<file path="config.mk">
export PLATFORM = sky130hd
export DESIGN_NAME = i2c_master_bit_sequencer_unit
export DESIGN_NICKNAME = d
export VERILOG_FILES = /design/src/i2cms_pkg.sv /design/src/i2cms_fifo.sv /design/src/i2cms_front.sv /design/src/i2cms_seq.sv /design/src/i2c_master_bit_sequencer_unit.sv
export SDC_FILE = /design/constraint.sdc
export NUM_CORES = 1
export LEC_CHECK = 0
export BUFFER_PORTS_ARGS = -buffer_cell sky130_fd_sc_hd__buf_2
export CORE_ASPECT_RATIO = 0.75
export CORE_MARGIN = 2
export CORE_UTILIZATION = 61
export DETAILED_ROUTE_END_ITERATION = 8
export PLACE_DENSITY = 0.91
export SLEW_MARGIN = 30
export SYNTH_ARGS = -nofsm -noshare
export SYNTH_HDL_FRONTEND = slang
export SYNTH_HIERARCHICAL = 1
export SYNTH_SLANG_ARGS = --single-unit
</file>
<file path="constraint.sdc">
create_clock -name clk -period 4.8 [get_ports clk]
set_input_delay 0.48 -clock clk [delete_from_list [all_inputs] [get_ports clk]]
set_output_delay 0.48 -clock clk [all_outputs]
set_load 0.02 [all_outputs]
</file>
<file path="src/i2cms_pkg.sv">
// Shared types and constants of the I2C master bit sequencer.
`default_nettype none
package i2cms_pkg;

  typedef enum logic [2:0] {
    CMD_START  = 3'd0,
    CMD_STOP   = 3'd1,
    CMD_WRITE  = 3'd2,
    CMD_READ   = 3'd3,
    CMD_WAIT   = 3'd4,
    CMD_ACK    = 3'd5,
    CMD_NACK   = 3'd6,
    CMD_STATUS = 3'd7
  } i2cms_cmd_t;

  localparam int unsigned PHASE_W = 16;
  localparam int unsigned TMO_W   = 8;

  localparam logic [PHASE_W-1:0] PHASE_TICKS_RST = 16'd100;
  localparam logic [TMO_W-1:0]   ACK_TIMEOUT_RST = 8'd250;

  // Register indexes of the config port.
  localparam logic REG_PHASE_TICKS = 1'b0;
  localparam logic REG_ACK_TIMEOUT = 1'b1;

  // Sequencer step numbers with a special meaning.
  localparam logic [3:0] STEP_IDLE = 4'd0;
  localparam logic [3:0] STEP_POLL = 4'd3;

  // One tick request after the front end has decoded it.
  typedef struct packed {
    logic       cmd_valid;
    i2cms_cmd_t command;
    logic [7:0] tx_byte;
    logic       sda_in;
    logic [1:0] line_status;
  } i2cms_item_t;

  // One result of a tick.
  typedef struct packed {
    logic       scl_out;
    logic       sda_out;
    logic       sda_oe;
    logic       busy_res;
    logic       done_res;
    logic [7:0] rx_byte;
    logic       ack_missing;
    logic [1:0] line_status;
  } i2cms_res_t;

endpackage
`default_nettype wire

</file>
<file path="src/i2cms_fifo.sv">
// Small register queue with count-based full and empty flags.
`default_nettype none
module i2cms_fifo #(
  parameter int unsigned WIDTH = 8,
  parameter int unsigned DEPTH = 2
) (
  input  wire logic             clk,
  input  wire logic             rst,
  input  wire logic             push,
  input  wire logic [WIDTH-1:0] wdata,
  output logic                  full,
  input  wire logic             pop,
  output logic      [WIDTH-1:0] rdata,
  output logic                  empty
);

  localparam int unsigned PTR_W = (DEPTH > 1) ? $clog2(DEPTH) : 1;
  localparam int unsigned CNT_W = $clog2(DEPTH + 1);

  logic [WIDTH-1:0] mem [DEPTH];
  logic [PTR_W-1:0] wr_ptr;
  logic [PTR_W-1:0] rd_ptr;
  logic [CNT_W-1:0] count;
  logic             do_push;
  logic             do_pop;

  assign full    = (count == CNT_W'(DEPTH));
  assign empty   = (count == '0);
  assign do_push = push && !full;
  assign do_pop  = pop && !empty;
  assign rdata   = mem[rd_ptr];

  always_ff @(posedge clk) begin
    if (do_push) begin
      mem[wr_ptr] <= wdata;
    end
  end

  always_ff @(posedge clk) begin
    if (rst) begin
      wr_ptr <= '0;
      rd_ptr <= '0;
      count  <= '0;
    end else begin
      if (do_push) begin
        wr_ptr <= (wr_ptr == PTR_W'(DEPTH - 1)) ? '0 : wr_ptr + 1'b1;
      end
      if (do_pop) begin
        rd_ptr <= (rd_ptr == PTR_W'(DEPTH - 1)) ? '0 : rd_ptr + 1'b1;
      end
      if (do_push && !do_pop) begin
        count <= count + 1'b1;
      end else if (do_pop && !do_push) begin
        count <= count - 1'b1;
      end
    end
  end

endmodule
`default_nettype wire

</file>
<file path="src/i2cms_front.sv">
// Front end: decodes tick requests and queues them for the sequencer.
`default_nettype none
module i2cms_front #(
  parameter int unsigned DEPTH = 2
) (
  input  wire logic               clk,
  input  wire logic               rst,
  input  wire logic               push,
  output logic                    full,
  input  wire logic               cmd_valid,
  input  wire logic [2:0]         command,
  input  wire logic [7:0]         tx_byte,
  input  wire logic               sda_in,
  input  wire logic               scl_in,
  input  wire logic               pop,
  output i2cms_pkg::i2cms_item_t  item,
  output logic                    empty
);

  i2cms_pkg::i2cms_item_t in_item;

  // Status code 3 - (2*sda + scl) is the bitwise complement on two bits.
  always_comb begin
    in_item.cmd_valid   = cmd_valid;
    in_item.command     = i2cms_pkg::i2cms_cmd_t'(command);
    in_item.tx_byte     = tx_byte;
    in_item.sda_in      = sda_in;
    in_item.line_status = ~{sda_in, scl_in};
  end

  i2cms_fifo #(
    .WIDTH ($bits(i2cms_pkg::i2cms_item_t)),
    .DEPTH (DEPTH)
  ) u_queue (
    .clk   (clk),
    .rst   (rst),
    .push  (push),
    .wdata (in_item),
    .full  (full),
    .pop   (pop),
    .rdata (item),
    .empty (empty)
  );

endmodule
`default_nettype wire

</file>
<file path="src/i2cms_seq.sv">
// Back end: bus sequencer state, one tick per fired request.
`default_nettype none
module i2cms_seq (
  input  wire logic                                  clk,
  input  wire logic                                  rst,
  input  wire logic                                  fire,
  input  wire i2cms_pkg::i2cms_item_t                item,
  input  wire logic [i2cms_pkg::PHASE_W-1:0]         phase_ticks,
  input  wire logic [i2cms_pkg::TMO_W-1:0]           ack_timeout,
  output i2cms_pkg::i2cms_res_t                      res
);

  logic [3:0]                    seq_step, seq_step_next;
  logic [i2cms_pkg::PHASE_W-1:0] phase_count, phase_count_next;
  logic [2:0]                    bit_count, bit_count_next;
  logic [7:0]                    shift_reg, shift_reg_next;
  i2cms_pkg::i2cms_cmd_t         active_cmd, active_cmd_next;
  logic [i2cms_pkg::TMO_W-1:0]   timeout_count, timeout_count_next;
  logic                          scl_level, scl_level_next;
  logic                          sda_level, sda_level_next;
  logic                          sda_driving, sda_driving_next;
  logic                          ack_flag, ack_flag_next;
  logic [7:0]                    rx_data, rx_data_next;
  logic                          done;
  logic                          fin;
  logic                          do_enter;
  logic [3:0]                    stop_s;

  always_comb begin
    seq_step_next      = seq_step;
    phase_count_next   = phase_count;
    bit_count_next     = bit_count;
    shift_reg_next     = shift_reg;
    active_cmd_next    = active_cmd;
    timeout_count_next = timeout_count;
    scl_level_next     = scl_level;
    sda_level_next     = sda_level;
    sda_driving_next   = sda_driving;
    ack_flag_next      = ack_flag;
    rx_data_next       = rx_data;
    done               = 1'b0;
    fin                = 1'b0;
    do_enter           = 1'b0;
    stop_s             = '0;

    if (seq_step == i2cms_pkg::STEP_IDLE) begin
      if (item.cmd_valid) begin
        active_cmd_next    = item.command;
        seq_step_next      = 4'd1;
        bit_count_next     = '0;
        timeout_count_next = '0;
        phase_count_next   = i2cms_pkg::PHASE_W'(1);
        if (item.command == i2cms_pkg::CMD_WRITE) begin
          shift_reg_next = item.tx_byte;
        end else if (item.command == i2cms_pkg::CMD_READ) begin
          shift_reg_next = '0;
        end
        if (item.command == i2cms_pkg::CMD_WAIT) begin
          ack_flag_next = 1'b0;
        end
        do_enter = 1'b1;
      end
    end else if (active_cmd == i2cms_pkg::CMD_WAIT && seq_step == i2cms_pkg::STEP_POLL) begin
      // Ack polling: low SDA is an ack, otherwise count toward the timeout.
      if (!item.sda_in) begin
        scl_level_next = 1'b0;
        ack_flag_next  = 1'b0;
        done           = 1'b1;
      end else if (timeout_count >= ack_timeout) begin
        ack_flag_next    = 1'b1;
        seq_step_next    = 4'd4;
        phase_count_next = i2cms_pkg::PHASE_W'(1);
        do_enter         = 1'b1;
      end else begin
        timeout_count_next = timeout_count + 1'b1;
      end
    end else if (phase_count >= phase_ticks) begin
      // Phase expired: advance to the next step or finish.
      case (active_cmd)
        i2cms_pkg::CMD_START: begin
          if (seq_step < 4'd4) seq_step_next = seq_step + 1'b1;
          else fin = 1'b1;
        end
        i2cms_pkg::CMD_STOP: begin
          if (seq_step < 4'd3) seq_step_next = seq_step + 1'b1;
          else fin = 1'b1;
        end
        i2cms_pkg::CMD_WAIT: begin
          if (seq_step < 4'd6) seq_step_next = seq_step + 1'b1;
          else fin = 1'b1;
        end
        i2cms_pkg::CMD_WRITE: begin
          if (seq_step < 4'd3) begin
            seq_step_next = seq_step + 1'b1;
          end else if (bit_count < 3'd7) begin
            bit_count_next = bit_count + 1'b1;
            seq_step_next  = 4'd1;
          end else begin
            fin = 1'b1;
          end
        end
        i2cms_pkg::CMD_READ: begin
          if (seq_step < 4'd2) begin
            seq_step_next = seq_step + 1'b1;
          end else if (bit_count < 3'd7) begin
            bit_count_next = bit_count + 1'b1;
            seq_step_next  = 4'd1;
          end else begin
            rx_data_next = shift_reg;
            fin          = 1'b1;
          end
        end
        i2cms_pkg::CMD_ACK, i2cms_pkg::CMD_NACK: begin
          if (seq_step < 4'd2) begin
            seq_step_next = seq_step + 1'b1;
          end else begin
            scl_level_next = 1'b0;
            fin            = 1'b1;
          end
        end
        default: fin = 1'b1;
      endcase
      if (fin) begin
        done = 1'b1;
      end else begin
        do_enter         = 1'b1;
        phase_count_next = i2cms_pkg::PHASE_W'(1);
      end
    end else begin
      phase_count_next = phase_count + 1'b1;
    end

    // Line levels set on entry to the new step.
    if (do_enter) begin
      case (active_cmd_next)
        i2cms_pkg::CMD_START: begin
          if (seq_step_next == 4'd1) begin
            sda_driving_next = 1'b1;
            sda_level_next   = 1'b1;
          end else if (seq_step_next == 4'd2) begin
            scl_level_next = 1'b1;
          end else if (seq_step_next == 4'd3) begin
            sda_level_next = 1'b0;
          end else begin
            scl_level_next = 1'b0;
          end
        end
        i2cms_pkg::CMD_STOP, i2cms_pkg::CMD_WAIT: begin
          if (active_cmd_next == i2cms_pkg::CMD_STOP) begin
            stop_s = seq_step_next;
          end else if (seq_step_next >= 4'd4) begin
            stop_s = seq_step_next - 4'd3;
          end
          if (active_cmd_next == i2cms_pkg::CMD_WAIT && seq_step_next == 4'd1) begin
            sda_driving_next = 1'b0;
            sda_level_next   = 1'b1;
          end else if (active_cmd_next == i2cms_pkg::CMD_WAIT && seq_step_next == 4'd2) begin
            scl_level_next = 1'b1;
          end else if (active_cmd_next == i2cms_pkg::CMD_WAIT && seq_step_next == 4'd3) begin
            scl_level_next = scl_level_next;
          end else if (stop_s == 4'd1) begin
            sda_driving_next = 1'b1;
            scl_level_next   = 1'b0;
            sda_level_next   = 1'b0;
          end else if (stop_s == 4'd2) begin
            scl_level_next = 1'b1;
          end else begin
            sda_level_next = 1'b1;
          end
        end
        i2cms_pkg::CMD_WRITE: begin
          if (seq_step_next == 4'd1) begin
            sda_driving_next = 1'b1;
            scl_level_next   = 1'b0;
            sda_level_next   = shift_reg_next[7];
            shift_reg_next   = {shift_reg_next[6:0], 1'b0};
          end else if (seq_step_next == 4'd2) begin
            scl_level_next = 1'b1;
          end else begin
            scl_level_next = 1'b0;
          end
        end
        i2cms_pkg::CMD_READ: begin
          if (seq_step_next == 4'd1) begin
            sda_driving_next = 1'b0;
            scl_level_next   = 1'b0;
          end else begin
            scl_level_next = 1'b1;
            shift_reg_next = {shift_reg_next[6:0], item.sda_in};
          end
        end
        i2cms_pkg::CMD_ACK, i2cms_pkg::CMD_NACK: begin
          if (seq_step_next == 4'd1) begin
            scl_level_next   = 1'b0;
            sda_driving_next = 1'b1;
            sda_level_next   = (active_cmd_next == i2cms_pkg::CMD_NACK);
          end else begin
            scl_level_next = 1'b1;
          end
        end
        default: begin
          sda_driving_next = 1'b0;
          scl_level_next   = 1'b1;
        end
      endcase
    end

    if (done) begin
      seq_step_next = i2cms_pkg::STEP_IDLE;
    end

    res.scl_out     = scl_level_next;
    res.sda_out     = sda_level_next;
    res.sda_oe      = sda_driving_next;
    res.busy_res    = (seq_step_next != i2cms_pkg::STEP_IDLE);
    res.done_res    = done;
    res.rx_byte     = rx_data_next;
    res.ack_missing = ack_flag_next;
    res.line_status = item.line_status;
  end

  always_ff @(posedge clk) begin
    if (rst) begin
      seq_step      <= i2cms_pkg::STEP_IDLE;
      phase_count   <= '0;
      bit_count     <= '0;
      shift_reg     <= '0;
      active_cmd    <= i2cms_pkg::CMD_START;
      timeout_count <= '0;
      scl_level     <= 1'b1;
      sda_level     <= 1'b1;
      sda_driving   <= 1'b1;
      ack_flag      <= 1'b0;
      rx_data       <= '0;
    end else if (fire) begin
      seq_step      <= seq_step_next;
      phase_count   <= phase_count_next;
      bit_count     <= bit_count_next;
      shift_reg     <= shift_reg_next;
      active_cmd    <= active_cmd_next;
      timeout_count <= timeout_count_next;
      scl_level     <= scl_level_next;
      sda_level     <= sda_level_next;
      sda_driving   <= sda_driving_next;
      ack_flag      <= ack_flag_next;
      rx_data       <= rx_data_next;
    end
  end

endmodule
`default_nettype wire

</file>
<file path="src/i2c_master_bit_sequencer_unit.sv">
// Top level of the I2C master bit sequencer: queues, sequencer and config registers.
// Path: a pushed request is registered in the request queue, the sequencer step is
//   combinational, and its result is registered in the result queue.
// Throughput: one request per cycle while the result queue has a slot to take it.
// Reset: synchronous on rst; queues empty, sequencer idle with SCL and SDA high and
//   driven, phase_ticks 100, ack_timeout 250.
`default_nettype none
module i2c_master_bit_sequencer_unit #(
  parameter int unsigned QUEUE_DEPTH = 2
) (
  input  wire logic        clk,
  input  wire logic        rst,
  // request side
  input  wire logic        push,
  output logic             full,
  input  wire logic        cmd_valid,
  input  wire logic [2:0]  command,
  input  wire logic [7:0]  tx_byte,
  input  wire logic        sda_in,
  input  wire logic        scl_in,
  // result side
  output logic             empty,
  input  wire logic        pop,
  output logic             scl_out,
  output logic             sda_out,
  output logic             sda_oe,
  output logic             busy_res,
  output logic             done_res,
  output logic [7:0]       rx_byte,
  output logic             ack_missing,
  output logic [1:0]       line_status,
  // config write port
  input  wire logic        cfg_we,
  input  wire logic        cfg_index,
  input  wire logic [15:0] cfg_wdata
);

  i2cms_pkg::i2cms_item_t          item;
  i2cms_pkg::i2cms_res_t           res;
  i2cms_pkg::i2cms_res_t           res_head;
  logic                            item_empty;
  logic                            res_full;
  logic                            fire;
  logic [i2cms_pkg::PHASE_W-1:0]   phase_ticks;
  logic [i2cms_pkg::TMO_W-1:0]     ack_timeout;

  // Config registers; the user must write them only while the block is idle (not enforced here).
  always_ff @(posedge clk) begin
    if (rst) begin
      phase_ticks <= i2cms_pkg::PHASE_TICKS_RST;
      ack_timeout <= i2cms_pkg::ACK_TIMEOUT_RST;
    end else if (cfg_we) begin
      case (cfg_index)
        i2cms_pkg::REG_PHASE_TICKS: phase_ticks <= cfg_wdata;
        i2cms_pkg::REG_ACK_TIMEOUT: ack_timeout <= cfg_wdata[i2cms_pkg::TMO_W-1:0];
        default: ;
      endcase
    end
  end

  // Front: decode and queue incoming requests.
  i2cms_front #(
    .DEPTH (QUEUE_DEPTH)
  ) u_front (
    .clk       (clk),
    .rst       (rst),
    .push      (push),
    .full      (full),
    .cmd_valid (cmd_valid),
    .command   (command),
    .tx_byte   (tx_byte),
    .sda_in    (sda_in),
    .scl_in    (scl_in),
    .pop       (fire),
    .item      (item),
    .empty     (item_empty)
  );

  // The sequencer steps once per queued request, whenever its result has a slot.
  assign fire = !item_empty && !res_full;

  i2cms_seq u_seq (
    .clk         (clk),
    .rst         (rst),
    .fire        (fire),
    .item        (item),
    .phase_ticks (phase_ticks),
    .ack_timeout (ack_timeout),
    .res         (res)
  );

  // Result queue decouples the sequencer from the consumer.
  i2cms_fifo #(
    .WIDTH ($bits(i2cms_pkg::i2cms_res_t)),
    .DEPTH (QUEUE_DEPTH)
  ) u_res_queue (
    .clk   (clk),
    .rst   (rst),
    .push  (fire),
    .wdata (res),
    .full  (res_full),
    .pop   (pop),
    .rdata (res_head),
    .empty (empty)
  );

  assign scl_out     = res_head.scl_out;
  assign sda_out     = res_head.sda_out;
  assign sda_oe      = res_head.sda_oe;
  assign busy_res    = res_head.busy_res;
  assign done_res    = res_head.done_res;
  assign rx_byte     = res_head.rx_byte;
  assign ack_missing = res_head.ack_missing;
  assign line_status = res_head.line_status;

`ifndef SYNTHESIS
  // A completing tick never leaves the sequencer busy.
  a_done_not_busy: assert property (@(posedge clk) disable iff (rst)
    fire |-> !(res.done_res && res.busy_res))
    else $error("done and busy both set on one tick");

  // Reset leaves the result queue empty and the request queue not full.
  a_reset_empty: assert property (@(posedge clk)
    rst |=> (empty && !full))
    else $error("queues not empty after reset");

  // Line status of a result always tracks the request it came from.
  a_status_path: assert property (@(posedge clk) disable iff (rst)
    fire |-> (res.line_status == item.line_status))
    else $error("line status lost between request and result");
`endif

endmodule
`default_nettype wire

</file>
==> reports/metrics.csv <==
metric,value,unit
run status,finished clean,
part of the cycle the worst path needs,0.887,
Post-synth ARST share,0,
initial antenna violation count,0,
Gate Count Post-Synth,838,
Hold Slack,0.242,ns
Die Y,104,um
register area share after synthesis,0.444,
top post-synthesis cells by area,"edfxtp_1 23%, dfxtp_1 22%, mux2_2 5.7%",
syn_nets,908,
Clock power frac,0.269,
power density cells,515,nW/um2
hold_buf cts,0,
count of cells resized by post-cts repair,0,
"Setup violations, final",0,
Hold EP,u_front/u_queue/mem[0][8],
hold-critical path depth,1,
max cap viols,0,
die area,14300,um2
worst rel slew slack,0.368,
H-tree level count,4,
fmax,0.235,GHz
reg2reg end,u_res_queue/mem[1][14],
CTS tree,yes,
CORE AREA,13000,um2
Die X,138,um
number of I/O pins,54,
R2R Path Start,u_seq/seq_step[1],
final net count,936,
CP endpoint kind,flip-flop,
Yosys warning total,6,
initial core utilization,0.628,
sequential share of power,0.369,
leading area contributor after synthesis,edfxtp_1,
# diodes,0,
clock-pin transition on the worst setup and hold timing paths,0.06,ns
CTS buffer count,17,
area fraction of the dominant cell type after synthesis,0.228,
DRT met1 WL,8780,um
first-pass detailed-route iteration total,5,
largest net degree at the start of global routing,52,
Post-Syn Area,8170,um2
final hold viol count,0,
WP data arrival,4.43,ns
fraction of layout cells with a size suffix above 1,0.174,
synthesis-stage register bit count,150,
crit path kind,flip-flop to flip-flop,
mean post-synth cell area,9.75,um2
setup_tns,0,ns
"most common cell after layout, fill and taps aside",dfxtp_1,
Worst EP required,4.97,ns
setup bufs post-CTS,0,
Register-to-Register Path Depth,16,
most frequent cells in the layout,"88 x dfxtp_1, 83 x nor2_1, 64 x nand2_1",
Yosys cell types,86,
Leak Pwr,3.50,nW
maximum VDD drop,0.375,mV
final slew viol count,0,
P&R area growth vs syn,9.96,%
RSZ-0062 raised after global routing,no,
post-route minimum period,4.26,ns
clk sinks,150,
routed vias/inst,6.23,
wire per inst,17.9,um
worst reg2reg setup slack,0.54,ns
1st-iter DRT viols,621,
Max clock buf depth,2,
vias in the first global route,6165,
DRC Markers,0,
DR vias,6537,
max reg flops,32,
port bufs,53,
P_int,0.00290,W
Hold Path Origin,tx_byte[5],
worst skew pair latency,0.42,ns
Comb power frac,0.362,
sw frac,0.374,
biggest registers after layout,"u_res_queue/mem x32, u_front/u_queue/mem x30",
Least-Margin Pin Slew,0.948,ns
Biggest register,u_res_queue/mem,
met2 routed WL,8170,um
Post-synth EDFFs,62,
first-pass GRT wire length,30900,um
uppermost layer routed,met4,
metal3 WL,1550,um
Overall Global Routing Usage,0.275,
ANT nets after route,0,
ys flop type,dfxtp_1,
crit-path max FO,14,
switching power,0.00173,W
DRT Wirelength,18700,um
HPWL Detailed,13000,um
hold crit path type,input port to flip-flop,
placer congestion estimate,0.980,
Max Clock Skew,0.0100,ns
critical path startpoint category,flip-flop,
clk root buf,clkbuf_16,
grt total ovfl,0,
Rows,36,
[area by class of cell]
| cell class | count | area, um2 |
|---|---|---|
| Clock buffer | 18 | 429 |
| Clock inverter | 14 | 124 |
| Fill cell | 924 | 4040 |
| Inverter | 43 | 161 |
| Multi-Input combinational cell | 593 | 4110 |
| Sequential cell | 150 | 3620 |
| Tap cell | 171 | 214 |
| Timing Repair Buffer | 61 | 325 |
[power by group through the flow]
stage / logic (W) / clock network [W] / registers, W
after detailed placement: 0.00163 / 0 / 0.00173
after global routing: 0.00183 / 0.00132 / 0.00173
after global placement: 0.00161 / 0 / 0.00171
after floorplan: 0.00134 / 0 / 0.00164
after CTS: 0.00165 / 0.00127 / 0.00170
final: 0.00167 / 0.00124 / 0.00171
[Yosys cell counts, drive strengths merged, types with 3 or more instances]
master / count
dfxtp: 88
nor2: 85
nand2: 65
edfxtp: 62
a21oi: 57
o21ai: 44
inv: 42
mux2: 41
ha: 34
buf: 32
mux2i: 27
xor2: 21
clkbuf: 20
nand2b: 20
and3: 15
nand3: 15
nor3: 14
or3: 13
nand4bb: 12
nand4: 11
nor3b: 11
a31oi: 7
nor2b: 7
a211o: 5
a31o: 5
and2: 5
o22ai: 5
a2111o: 4
a211oi: 4
a32oi: 4
o31ai: 4
xnor2: 4
a2111oi: 3
a21o: 3
and4: 3
o2bb2ai: 3
o311a: 3
[cells by family (layout without fill, tap and decap cells)]
| family | count (synthesis) | count (layout) | share of synthesized area |
|---|---|---|---|
| buf+inv | 95 | 136 | 0.0550 |
| fa+ha+maj | 35 | 35 | 0.0533 |
| simple gates | 287 | 287 | 0.188 |
| xor+xnor | 25 | 25 | 0.0268 |
| flops | 150 | 150 | 0.444 |
| compound gates | 178 | 178 | 0.144 |
| mux | 68 | 68 | 0.0896 |
[critical path, cell delays in order, from the launching register on]
cell and delay (ns):
dfxtp_1 0.64, ha_1 0.48, nor2b_1 0.22, and3_1 0.30, nand2_1 0.11, or3_1 0.34, o311a_1 0.19, nor2_4 0.16
inv_2 0.08, ha_1 0.30, nor4b_1 0.33, a31oi_1 0.08, nor2_1 0.12, a21oi_1 0.07, o2bb2ai_1 0.25, a2bb2oi_1 0.10
a31o_2 0.23
[worst max path at each step]
| stage | start | endpoint | slack [ns] | cells after the start |
|---|---|---|---|---|
| 6_report | u_seq/seq_step[1] | u_res_queue/mem[1][14] | 0.54 | 16 |
| 3_5_place_dp | u_seq/seq_step[1] | u_res_queue/mem[1][14] | 0.65 | 16 |
| 5_1_grt | u_seq/seq_step[1] | u_res_queue/mem[0][15] | 0.23 | 15 |
| 3_3_place_gp | u_seq/seq_step[1] | u_res_queue/mem[0][14] | 0.81 | 16 |
| 2_1_floorplan | u_seq/phase_count[0] | u_res_queue/mem[0][14] | 1.10 | 19 |
| 4_1_cts | u_seq/seq_step[1] | u_res_queue/mem[1][14] | 0.61 | 16 |
[routing by layer]
layer  vias to the layer above  GRT usage
met5                         -          0
met4                         0     0.0758
met3                        29     0.0653
met2                       302      0.396
met1                      3110      0.413
li1                       3096          -
[per-stage QoR]
| stage | utilization | power [W] | std cells | setup WS (ns) | area, um2 |
|---|---|---|---|---|---|
| finish | 0.690 | 0.00463 | 1050 | 0.542 | 8980 |
| floorplan | - | 0.00298 | 838 | 1.10 | 8170 |
| CTS | 0.690 | 0.00462 | 1050 | 0.613 | 8980 |
| detailed placement | 0.648 | 0.00336 | 1018 | 0.653 | 8430 |
| global placement | 0.648 | 0.00333 | 1018 | 0.809 | 8430 |
| global route | 0.690 | 0.00488 | 1050 | 0.235 | 8980 |
Power figures use the tool's default switching activity.
